**config.mk**
```make
export PLATFORM = sky130hd
export DESIGN_NAME = random_walk_maze_carver
export DESIGN_NICKNAME = d
export VERILOG_FILES = /design/src/sv/rwmc_pkg.sv /design/src/sv/rwmc_ram.sv /design/src/sv/rwmc_ctrl.sv /design/src/sv/rwmc_datapath.sv /design/src/sv/random_walk_maze_carver.sv
export SDC_FILE = /design/constraint.sdc
export NUM_CORES = 2
export LEC_CHECK = 0
export BUFFER_PORTS_ARGS = -buffer_cell sky130_fd_sc_hd__buf_2
export CORE_UTILIZATION = 55
export CTS_CLUSTER_DIAMETER = 120
export DETAILED_ROUTE_END_ITERATION = 6
export MAX_ROUTING_LAYER = met4
export PLACE_DENSITY = 0.71
export SLEW_MARGIN = 20
export SYNTH_ARGS = -nofsm -noshare
export SYNTH_HDL_FRONTEND = slang
export SYNTH_SLANG_ARGS = --single-unit
```
**constraint.sdc**
```tcl
create_clock -name clk -period 13.5 [get_ports clk]
set_clock_uncertainty 0.1 [all_clocks]
set_input_delay 0.675 -clock clk [delete_from_list [all_inputs] [get_ports clk]]
set_output_delay 0.675 -clock clk [all_outputs]
set_load 0.02 [all_outputs]
```
**src/sv/rwmc_pkg.sv**
```systemverilog
// shared types and constants for the random walk maze carver
`timescale 1ns / 1ps

package rwmc_pkg;

  // grid geometry
  localparam int MAX_SIZE = 64;
  localparam int MIN_SIZE = 3;
  localparam int STRIDE   = 2;
  localparam int ROW_AW   = $clog2(MAX_SIZE);

  // field widths
  localparam int COORD_W = 6;
  localparam int SIZE_W  = 7;
  localparam int COUNT_W = 11;
  localparam int HALF_W  = 6;

  localparam logic [SIZE_W-1:0]  GRID_SIZE_RESET = SIZE_W'(21);
  localparam logic [COORD_W-1:0] START_COL_RESET = COORD_W'(21 / 2);

  typedef enum logic {
    OP_RESTART = 1'b0,
    OP_STEP    = 1'b1
  } op_t;

  typedef enum logic [1:0] {
    DIR_UP    = 2'd0,
    DIR_RIGHT = 2'd1,
    DIR_DOWN  = 2'd2,
    DIR_LEFT  = 2'd3
  } dir_t;

  typedef enum logic {
    ST_IDLE  = 1'b0,
    ST_CHECK = 1'b1
  } state_t;

  typedef struct packed {
    logic       operation;
    logic [1:0] direction;
  } in_req_t;

  typedef struct packed {
    logic               carved;
    logic [COORD_W-1:0] row;
    logic [COORD_W-1:0] col;
    logic [COORD_W-1:0] wall_row;
    logic [COORD_W-1:0] wall_col;
    logic [COUNT_W-1:0] remaining;
    logic               done_res;
  } out_res_t;

  typedef struct packed {
    logic capture;
    logic execute;
  } ctrl_cmd_t;

endpackage

```
**src/sv/rwmc_ram.sv**
```systemverilog
// generic single-write, single-read ram with registered read data
`timescale 1ns / 1ps

module rwmc_ram #(
  parameter int WIDTH = 8,
  parameter int DEPTH = 16
) (
  input  logic                     clk,
  input  logic                     we,
  input  logic [$clog2(DEPTH)-1:0] waddr,
  input  logic [WIDTH-1:0]         wdata,
  input  logic                     re,
  input  logic [$clog2(DEPTH)-1:0] raddr,
  output logic [WIDTH-1:0]         rdata
);

  logic [WIDTH-1:0] mem_r [DEPTH];
  logic [WIDTH-1:0] rdata_r;

  always_ff @(posedge clk) begin
    if (we) begin
      mem_r[waddr] <= wdata;
    end
    if (re) begin
      rdata_r <= mem_r[raddr];
    end
  end

  assign rdata = rdata_r;

endmodule

```
**src/sv/rwmc_ctrl.sv**
```systemverilog
// request sequencing state machine and result valid flag
`timescale 1ns / 1ps

module rwmc_ctrl (
  input  logic                clk,
  input  logic                rst_n,
  input  logic                in_valid,
  output logic                in_ready,
  output logic                out_valid,
  input  logic                out_ready,
  output rwmc_pkg::ctrl_cmd_t cmd
);

  rwmc_pkg::state_t state_r, state_nxt;
  logic             out_valid_r, out_valid_nxt;
  logic             capture;
  logic             execute;

  always_ff @(posedge clk) begin
    if (!rst_n) begin
      state_r     <= rwmc_pkg::ST_IDLE;
      out_valid_r <= 1'b0;
    end else begin
      state_r     <= state_nxt;
      out_valid_r <= out_valid_nxt;
    end
  end

  // outputs
  always_comb begin
    in_ready = (state_r == rwmc_pkg::ST_IDLE);
    capture  = in_valid && in_ready;
    // finish only when the result register is free or draining
    execute  = (state_r == rwmc_pkg::ST_CHECK) && (!out_valid_r || out_ready);
    cmd.capture = capture;
    cmd.execute = execute;
  end

  // next state
  always_comb begin
    state_nxt = state_r;
    unique case (state_r)
      rwmc_pkg::ST_IDLE: begin
        if (capture) begin
          state_nxt = rwmc_pkg::ST_CHECK;
        end
      end
      rwmc_pkg::ST_CHECK: begin
        if (execute) begin
          state_nxt = rwmc_pkg::ST_IDLE;
        end
      end
      default: state_nxt = rwmc_pkg::ST_IDLE;
    endcase
  end

  always_comb begin
    priority if (execute) begin
      out_valid_nxt = 1'b1;
    end else if (out_ready) begin
      out_valid_nxt = 1'b0;
    end else begin
      out_valid_nxt = out_valid_r;
    end
  end

  assign out_valid = out_valid_r;

endmodule

```
**src/sv/rwmc_datapath.sv**
```systemverilog
// walker position, cell count, grid store and result register
`timescale 1ns / 1ps

module rwmc_datapath (
  input  logic                                clk,
  input  logic                                rst_n,
  input  rwmc_pkg::ctrl_cmd_t                 cmd,
  input  rwmc_pkg::in_req_t                   in_data,
  input  logic                                cfg_we,
  input  logic [rwmc_pkg::SIZE_W-1:0]         cfg_wdata,
  output rwmc_pkg::out_res_t                  out_data
);

  localparam int CW = rwmc_pkg::COORD_W;
  localparam int SW = rwmc_pkg::SIZE_W;
  localparam int NW = rwmc_pkg::COUNT_W;
  localparam int HW = rwmc_pkg::HALF_W;
  localparam int MS = rwmc_pkg::MAX_SIZE;
  localparam int AW = rwmc_pkg::ROW_AW;

  // control-side registers
  logic [SW-1:0] grid_size_r;
  logic [CW-1:0] walker_row_r, walker_row_nxt;
  logic [CW-1:0] walker_col_r, walker_col_nxt;
  logic [NW-1:0] cells_left_r, cells_left_nxt;
  logic [MS-1:0] row_valid_r, row_valid_nxt;

  // captured request
  logic          op_r;
  logic [CW-1:0] tr_r, tc_r, mr_r, mc_r;
  rwmc_pkg::out_res_t out_data_r, out_data_nxt;

  logic [SW-1:0]   size;
  logic [CW-1:0]   tr, tc, mr, mc;
  logic [MS-1:0]   rd_data;
  logic            ram_we;
  logic [AW-1:0]   ram_waddr;
  logic [MS-1:0]   ram_wdata;
  logic            hit;
  logic [HW-1:0]   half;
  logic [2*HW-1:0] half_sq;
  logic [CW-1:0]   start_col;

  // saturate the live size register into the legal range
  always_comb begin
    priority if (grid_size_r < SW'(rwmc_pkg::MIN_SIZE)) begin
      size = SW'(rwmc_pkg::MIN_SIZE);
    end else if (grid_size_r > SW'(MS)) begin
      size = SW'(MS);
    end else begin
      size = grid_size_r;
    end
  end

  assign start_col = CW'(size >> 1);
  assign half      = HW'(({1'b0, size} + (SW+1)'(1)) >> 1);
  assign half_sq   = half * half;

  // target and wall square of the move, or stay put
  always_comb begin
    tr = walker_row_r;
    tc = walker_col_r;
    mr = walker_row_r;
    mc = walker_col_r;
    unique case (rwmc_pkg::dir_t'(in_data.direction))
      rwmc_pkg::DIR_UP: begin
        if (walker_row_r >= CW'(rwmc_pkg::STRIDE)) begin
          tr = walker_row_r - CW'(rwmc_pkg::STRIDE);
          mr = walker_row_r - CW'(1);
        end
      end
      rwmc_pkg::DIR_RIGHT: begin
        if (({1'b0, walker_col_r} + SW'(rwmc_pkg::STRIDE)) < size) begin
          tc = walker_col_r + CW'(rwmc_pkg::STRIDE);
          mc = walker_col_r + CW'(1);
        end
      end
      rwmc_pkg::DIR_DOWN: begin
        if (({1'b0, walker_row_r} + SW'(rwmc_pkg::STRIDE)) < size) begin
          tr = walker_row_r + CW'(rwmc_pkg::STRIDE);
          mr = walker_row_r + CW'(1);
        end
      end
      rwmc_pkg::DIR_LEFT: begin
        if (walker_col_r >= CW'(rwmc_pkg::STRIDE)) begin
          tc = walker_col_r - CW'(rwmc_pkg::STRIDE);
          mc = walker_col_r - CW'(1);
        end
      end
      default: ;
    endcase
  end

  // one row of the grid per word; wall squares never become targets, so only
  // cell squares are stored
  rwmc_ram #(
    .WIDTH (MS),
    .DEPTH (MS)
  ) u_grid (
    .clk   (clk),
    .we    (ram_we),
    .waddr (ram_waddr),
    .wdata (ram_wdata),
    .re    (cmd.capture),
    .raddr (tr[AW-1:0]),
    .rdata (rd_data)
  );

  assign hit = row_valid_r[tr_r[AW-1:0]] & rd_data[tc_r[AW-1:0]];

  always_comb begin
    walker_row_nxt = walker_row_r;
    walker_col_nxt = walker_col_r;
    cells_left_nxt = cells_left_r;
    row_valid_nxt  = row_valid_r;
    ram_we         = 1'b0;
    ram_waddr      = tr_r[AW-1:0];
    ram_wdata      = '0;
    out_data_nxt   = out_data_r;
    if (cmd.execute) begin
      out_data_nxt.carved   = 1'b0;
      out_data_nxt.wall_row = '0;
      out_data_nxt.wall_col = '0;
      if (op_r == rwmc_pkg::OP_RESTART) begin
        // stale rows read as empty once their valid bit drops
        row_valid_nxt    = '0;
        row_valid_nxt[0] = 1'b1;
        ram_we           = 1'b1;
        ram_waddr        = '0;
        ram_wdata        = MS'(1) << start_col[AW-1:0];
        walker_row_nxt   = '0;
        walker_col_nxt   = start_col;
        cells_left_nxt   = NW'(half_sq - (2*HW)'(1));
      end else if (cells_left_r != '0) begin
        if (!hit) begin
          row_valid_nxt[tr_r[AW-1:0]] = 1'b1;
          ram_we         = 1'b1;
          ram_wdata      = (row_valid_r[tr_r[AW-1:0]] ? rd_data : '0)
                           | (MS'(1) << tc_r[AW-1:0]);
          cells_left_nxt = cells_left_r - NW'(1);
          out_data_nxt.carved   = 1'b1;
          out_data_nxt.wall_row = mr_r;
          out_data_nxt.wall_col = mc_r;
        end
        walker_row_nxt = tr_r;
        walker_col_nxt = tc_r;
      end
      out_data_nxt.row       = walker_row_nxt;
      out_data_nxt.col       = walker_col_nxt;
      out_data_nxt.remaining = cells_left_nxt;
      out_data_nxt.done_res  = (cells_left_nxt == '0);
    end
  end

  always_ff @(posedge clk) begin
    if (!rst_n) begin
      grid_size_r  <= rwmc_pkg::GRID_SIZE_RESET;
      walker_row_r <= '0;
      walker_col_r <= rwmc_pkg::START_COL_RESET;
      cells_left_r <= '0;
      row_valid_r  <= '0;
    end else begin
      if (cfg_we) begin
        grid_size_r <= cfg_wdata;
      end
      walker_row_r <= walker_row_nxt;
      walker_col_r <= walker_col_nxt;
      cells_left_r <= cells_left_nxt;
      row_valid_r  <= row_valid_nxt;
    end
  end

  always_ff @(posedge clk) begin
    if (cmd.capture) begin
      op_r <= in_data.operation;
      tr_r <= tr;
      tc_r <= tc;
      mr_r <= mr;
      mc_r <= mc;
    end
    out_data_r <= out_data_nxt;
  end

  assign out_data = out_data_r;

endmodule

```
**src/sv/random_walk_maze_carver.sv**
```systemverilog
// top level of the random walk maze carver
`timescale 1ns / 1ps

// Carves a maze on a square grid of side grid_size (saturated to 3..64) by a
// random walk whose directions the host supplies. A restart request empties
// the grid, puts the walker on row 0, column size/2 and loads the number of
// cells still to open; each step request, while that number is not zero,
// moves the walker two squares when that stays inside the grid, opening the
// target cell and the wall between if the cell was still closed. Every
// request returns exactly one result. The accept cycle reads the grid row of
// the target from a 64 x 64-bit single-port-read ram, and the check state,
// once the result register is free or draining, checks the bit, writes the
// row back and forms the result. There is no clearing pass: a valid flag per
// grid row drops on restart, so a restart takes the same states as a step.
// The result register lets the next request be accepted while the previous
// result still waits, though only once the check state is left. grid_size
// is read live and may only be written while no request is in flight.
module random_walk_maze_carver (
  input  logic                        clk,
  input  logic                        rst_n,
  // request channel
  input  logic                        in_valid,
  output logic                        in_ready,
  input  rwmc_pkg::in_req_t           in_data,
  // result channel
  output logic                        out_valid,
  input  logic                        out_ready,
  output rwmc_pkg::out_res_t          out_data,
  // grid size register
  input  logic                        cfg_we,
  input  logic [rwmc_pkg::SIZE_W-1:0] cfg_wdata
);

  // commands from the sequencer to the datapath
  rwmc_pkg::ctrl_cmd_t cmd;

  rwmc_ctrl u_ctrl (
    .clk       (clk),
    .rst_n     (rst_n),
    .in_valid  (in_valid),
    .in_ready  (in_ready),
    .out_valid (out_valid),
    .out_ready (out_ready),
    .cmd       (cmd)
  );

  // walker, count, grid store and result register
  rwmc_datapath u_datapath (
    .clk       (clk),
    .rst_n     (rst_n),
    .cmd       (cmd),
    .in_data   (in_data),
    .cfg_we    (cfg_we),
    .cfg_wdata (cfg_wdata),
    .out_data  (out_data)
  );

endmodule

```
==> run_results.csv <==
group,metric,value,unit
status,status,"complete, no violations",
sta,fin_crit,6.91,ns
critical_path,crit_fanout,92,
hold_path,holdCritPathClass,"primary input to flip-flop",
clock_network,cts_max_path_buffers,4,
floorplan,die_area,310000,um2
critical_path,criticalPathCategory,"flip-flop to flip-flop",
critical_path,r2r_start,"u_datapath.grid_size_r[4]",
critical_path,r2r-end,"u_datapath.u_grid.rdata[6]",
place,portBuffers,53,
power,p_per_area,156,nW/um2
floorplan,fp.coreArea,306000,um2
critical_path,regToRegSetupSlack,6.59,ns
cells_and_area,areaGrowthSynthToFinish,12.3,%
critical_path,crit_chain,"nor4_2, o21ai_0, ha_1, o21ai_0, a211o_1, o21a_1, o221a_4, inv_8, buf_12, buf_4, mux4_2, nand2_1, nand3_1, nand4_1, nor3_1",
sta,slew_viol_final,0,
sta,tns,0,ns
floorplan,rows,203,
place,dpl.hpwl,249000,um
synth,syn_area,169000,um2
floorplan,ios,54,
power,leakagePower,63.9,nW
clock_network,h-tree-depth,5,
route,postRouteAntennaNets,0,
critical_path,endpoint_kind,"flip-flop",
synth,ys_seq_area_share,76.1,%
clock_network,clk_pin_slew_worst_paths,0.06,ns
critical_path,cp_common_cell,"o21ai_0",
route,wl,462000,um
critical_path,reg2reg_depth,15,
global_route,grt_max_degree,136,
synth,ys.flop_type,"edfxtp_1",
clock_network,cts_tree,"built",
global_route,grt_pass1_wl,658000,um
place,post-place-cells,13415,
synth,synth-edff-count,4222,
clock_network,cts_resized,0,
synth,synth_cell_type_count,83,
hold_path,hp-start,"cfg_we",
sta,fin_crit_sh,51.2,%
synth,synth_fp_nets,9623,
global_route,grt_pass1_vias,92047,
sta,timing.final.setup_violations,0,
route,drtIter0Drc,14644,
global_route,gr-total-overflow,0,
floorplan,die_y,557,um
power,ir_drop,121,uV
synth,synth.area.top_cells,"edfxtp_1 75%, mux4_2 11%, nand2_1 3.4%, dfxtp_1 1.1%, nor2_1 0.93%",
route,wl_per_cell,32.5,um
hold_path,whs_path_depth,3,
route,first_pass_iters,7,
clock_network,cts_root_buffer,"clkbuf_16",
route,drc_errors,0,
clock_network,clk_latency,0.98,ns
clock_network,clock_sinks,4318,
sta,max_freq,145,MHz
synth,syn_area_per_cell,17.7,um2
sta,rsz0062_at_grt,"no",
critical_path,cp_slowest_cell,"nor3_1",
sta,max-slew-margin-rel,18.7,%
job,maxCapViolCount,0,
critical_path,critPathLaunchType,"flip-flop",
cells_and_area,drive_gt1_share,19.2,%
sta,worst_pin_slew,1.21,ns
critical_path,startpoint,"u_datapath.grid_size_r[4]",
synth,postSynth.asyncResetShare,0,%
cells_and_area,fin_cells,14216,
route,drt-vias-per-instance,6.65,
global_route,antenna_found_initial,26,
synth,synth_cells,9550,
global_route,grt.total_usage,30.6,%
synth,synth.largest_area_cell,"edfxtp_1",
synth,synth.most_common_cell,"edfxtp_1",
route,num_vias,94600,
floorplan,start_util,55.3,%
hold_path,worst_hold_path.endpoint,"u_datapath.grid_size_r[2]",
cells_and_area,nNetsFinal,9822,
place,routabilityCongestion,0.950,
critical_path,max_stage_delay,0.70,ns
synth,synth_top_cell_area_share,74.9,%
floorplan,dieWidth,557,um
critical_path,cp.required,14.07,ns
clock_network,cts_inserted_buffers,419,
synth,ys_seq_elements,4318,
synth,synth_top_cells_by_count,"4222 x edfxtp_1, 1534 x nand2_1, 805 x mux4_2, 419 x nor2_1, 397 x clkbuf_1",
critical_path,arrival,7.48,ns
sta,hold_viol,0,
synth,yosysWarningCount,0,
==> placed cells by master, fill, tap and decap left out, types with 46 or more instances in the layout <==
master	Yosys	final
edfxtp_1	4222	4222
nand2_1	1534	1528
mux4_2	805	805
clkbuf_16	0	422
nor2_1	419	313
nand3_1	288	286
buf_4	1	274
and3_1	245	245
a31oi_1	220	220
a22oi_1	128	128
a21oi_1	113	113
o22ai_1	139	112
nor2_4	0	100
clkinv_2	0	100
clkinv_1	2	95
dfxtp_1	96	95
mux2i_1	80	80
clkbuf_1	397	73
nor3_1	69	64
o21ai_0	58	58
inv_1	58	57
nand4_1	54	54
buf_2	111	53
bufinv_16	0	49
a22o_1	46	46
ha_1	46	46
==> through the flow <==
stage | util, % | setup slack, ns | instance area [um2] | power [mW] | hold slack (ns)
2_1_floorplan | - | 7.50 | 169000 | 17.0 | 0.328
3_3_place_gp | 57.5 | 6.80 | 176000 | 18.0 | 0.340
3_5_place_dp | 57.5 | 6.75 | 176000 | 18.0 | 0.350
4_1_cts | 62.1 | 6.72 | 190000 | 29.6 | 0.0171
5_1_grt | 62.1 | 6.27 | 190000 | 30.4 | 0.0677
6_report | 62.1 | 6.59 | 190000 | 29.6 | 0.0827
==> repair_timing <==
item	in CTS	in global routing
hold buffers	12	0
hold endpoints to repair	10	0
setup buffers	0	0
==> worst max-delay path by stage <==
stage | to | slack, ns | depth (start not counted)
after floorplan | u_datapath.u_grid.mem_r[13][0] | 7.50 | 12
after global placement | u_datapath.u_grid.rdata[6] | 6.80 | 15
after detailed placement | u_datapath.u_grid.rdata[6] | 6.75 | 15
after CTS | u_datapath.u_grid.rdata[6] | 6.72 | 15
after global routing | u_datapath.out_data[0] | 6.27 | 22
final | u_datapath.u_grid.rdata[6] | 6.59 | 15
==> per-layer routing <==
| metal | vias up | GRT usage (%) | part of all wire, % | wire, um |
|---|---|---|---|---|
| li1 | 38238 | - | - | - |
| met1 | 48914 | 41.5 | 37 | 169000 |
| met2 | 6429 | 46.1 | 47 | 217000 |
| met4 | 0 | 11.1 | 4.1 | 19100 |
| met5 | - | - | 0 | 0 |
| met3 | 1019 | 6.69 | 12 | 57100 |
==> power breakdown <==
part / leakage (nW) / internal, mW / switching (mW)
combinational: 14.2 / 0.957 / 1.93
sequential: 42.9 / 14.8 / 0.161
clock: 6.77 / 6.71 / 5.09
total: 63.9 / 22.4 / 7.19
==> cells by family (layout without fill, tap and decap cells) <==
group           count (synthesis)  in the layout  share of synthesized area [%]
flops                        4318           4318                           76.1
simple gates                 2724           2724                           6.96
compound gates                898            898                           3.64
mux                           888            888                           11.2
buf+inv                       637           1194                           1.51
fa+ha+maj                      58             58                          0.482
xor+xnor                       25             25                          0.129
other cells                     2             11                        0.00444
==> flip-flops by register name, indices dropped and copies added (netlist names) <==
register and flops:
u_datapath.u_grid.rdata 64, u_datapath.grid_size_r 7, u_datapath.out_data 37, u_datapath.op_r 1, u_datapath.walker_row_r 6, u_ctrl.out_valid 1, u_datapath.tr_r 6, u_datapath.mr_r 6
u_datapath.row_valid_r 64, u_datapath.mc_r 6, u_datapath.cells_left_r 11, u_datapath.u_grid.mem_r 4096, u_datapath.walker_col_r 6, u_datapath.tc_r 6, u_ctrl.state_r 1
==> critical path: cells and delay by family (launching register included) <==
kind	cells	cell delay [ns]
AO/OA/AOI/OAI	5	1.47
adder cells (fa/ha/maj)	1	0.39
buffers and inverters	3	1.72
flip-flops	1	0.43
AND/OR/NAND/NOR	5	1.88
multiplexers	1	0.35
==> layout make-up <==
class / instances / area (um2)
Tap cell: 4100 / 5130
Inverter: 63 / 259
Clock buffer: 497 / 10900
Sequential cell: 4318 / 129000
Clock inverter: 282 / 2980
Timing Repair Buffer: 352 / 2700
Multi-Input combinational cell: 4595 / 39300
Antenna cell: 9 / 22.5
Fill cell: 20901 / 116000
Power figures use the tool's default switching activity.
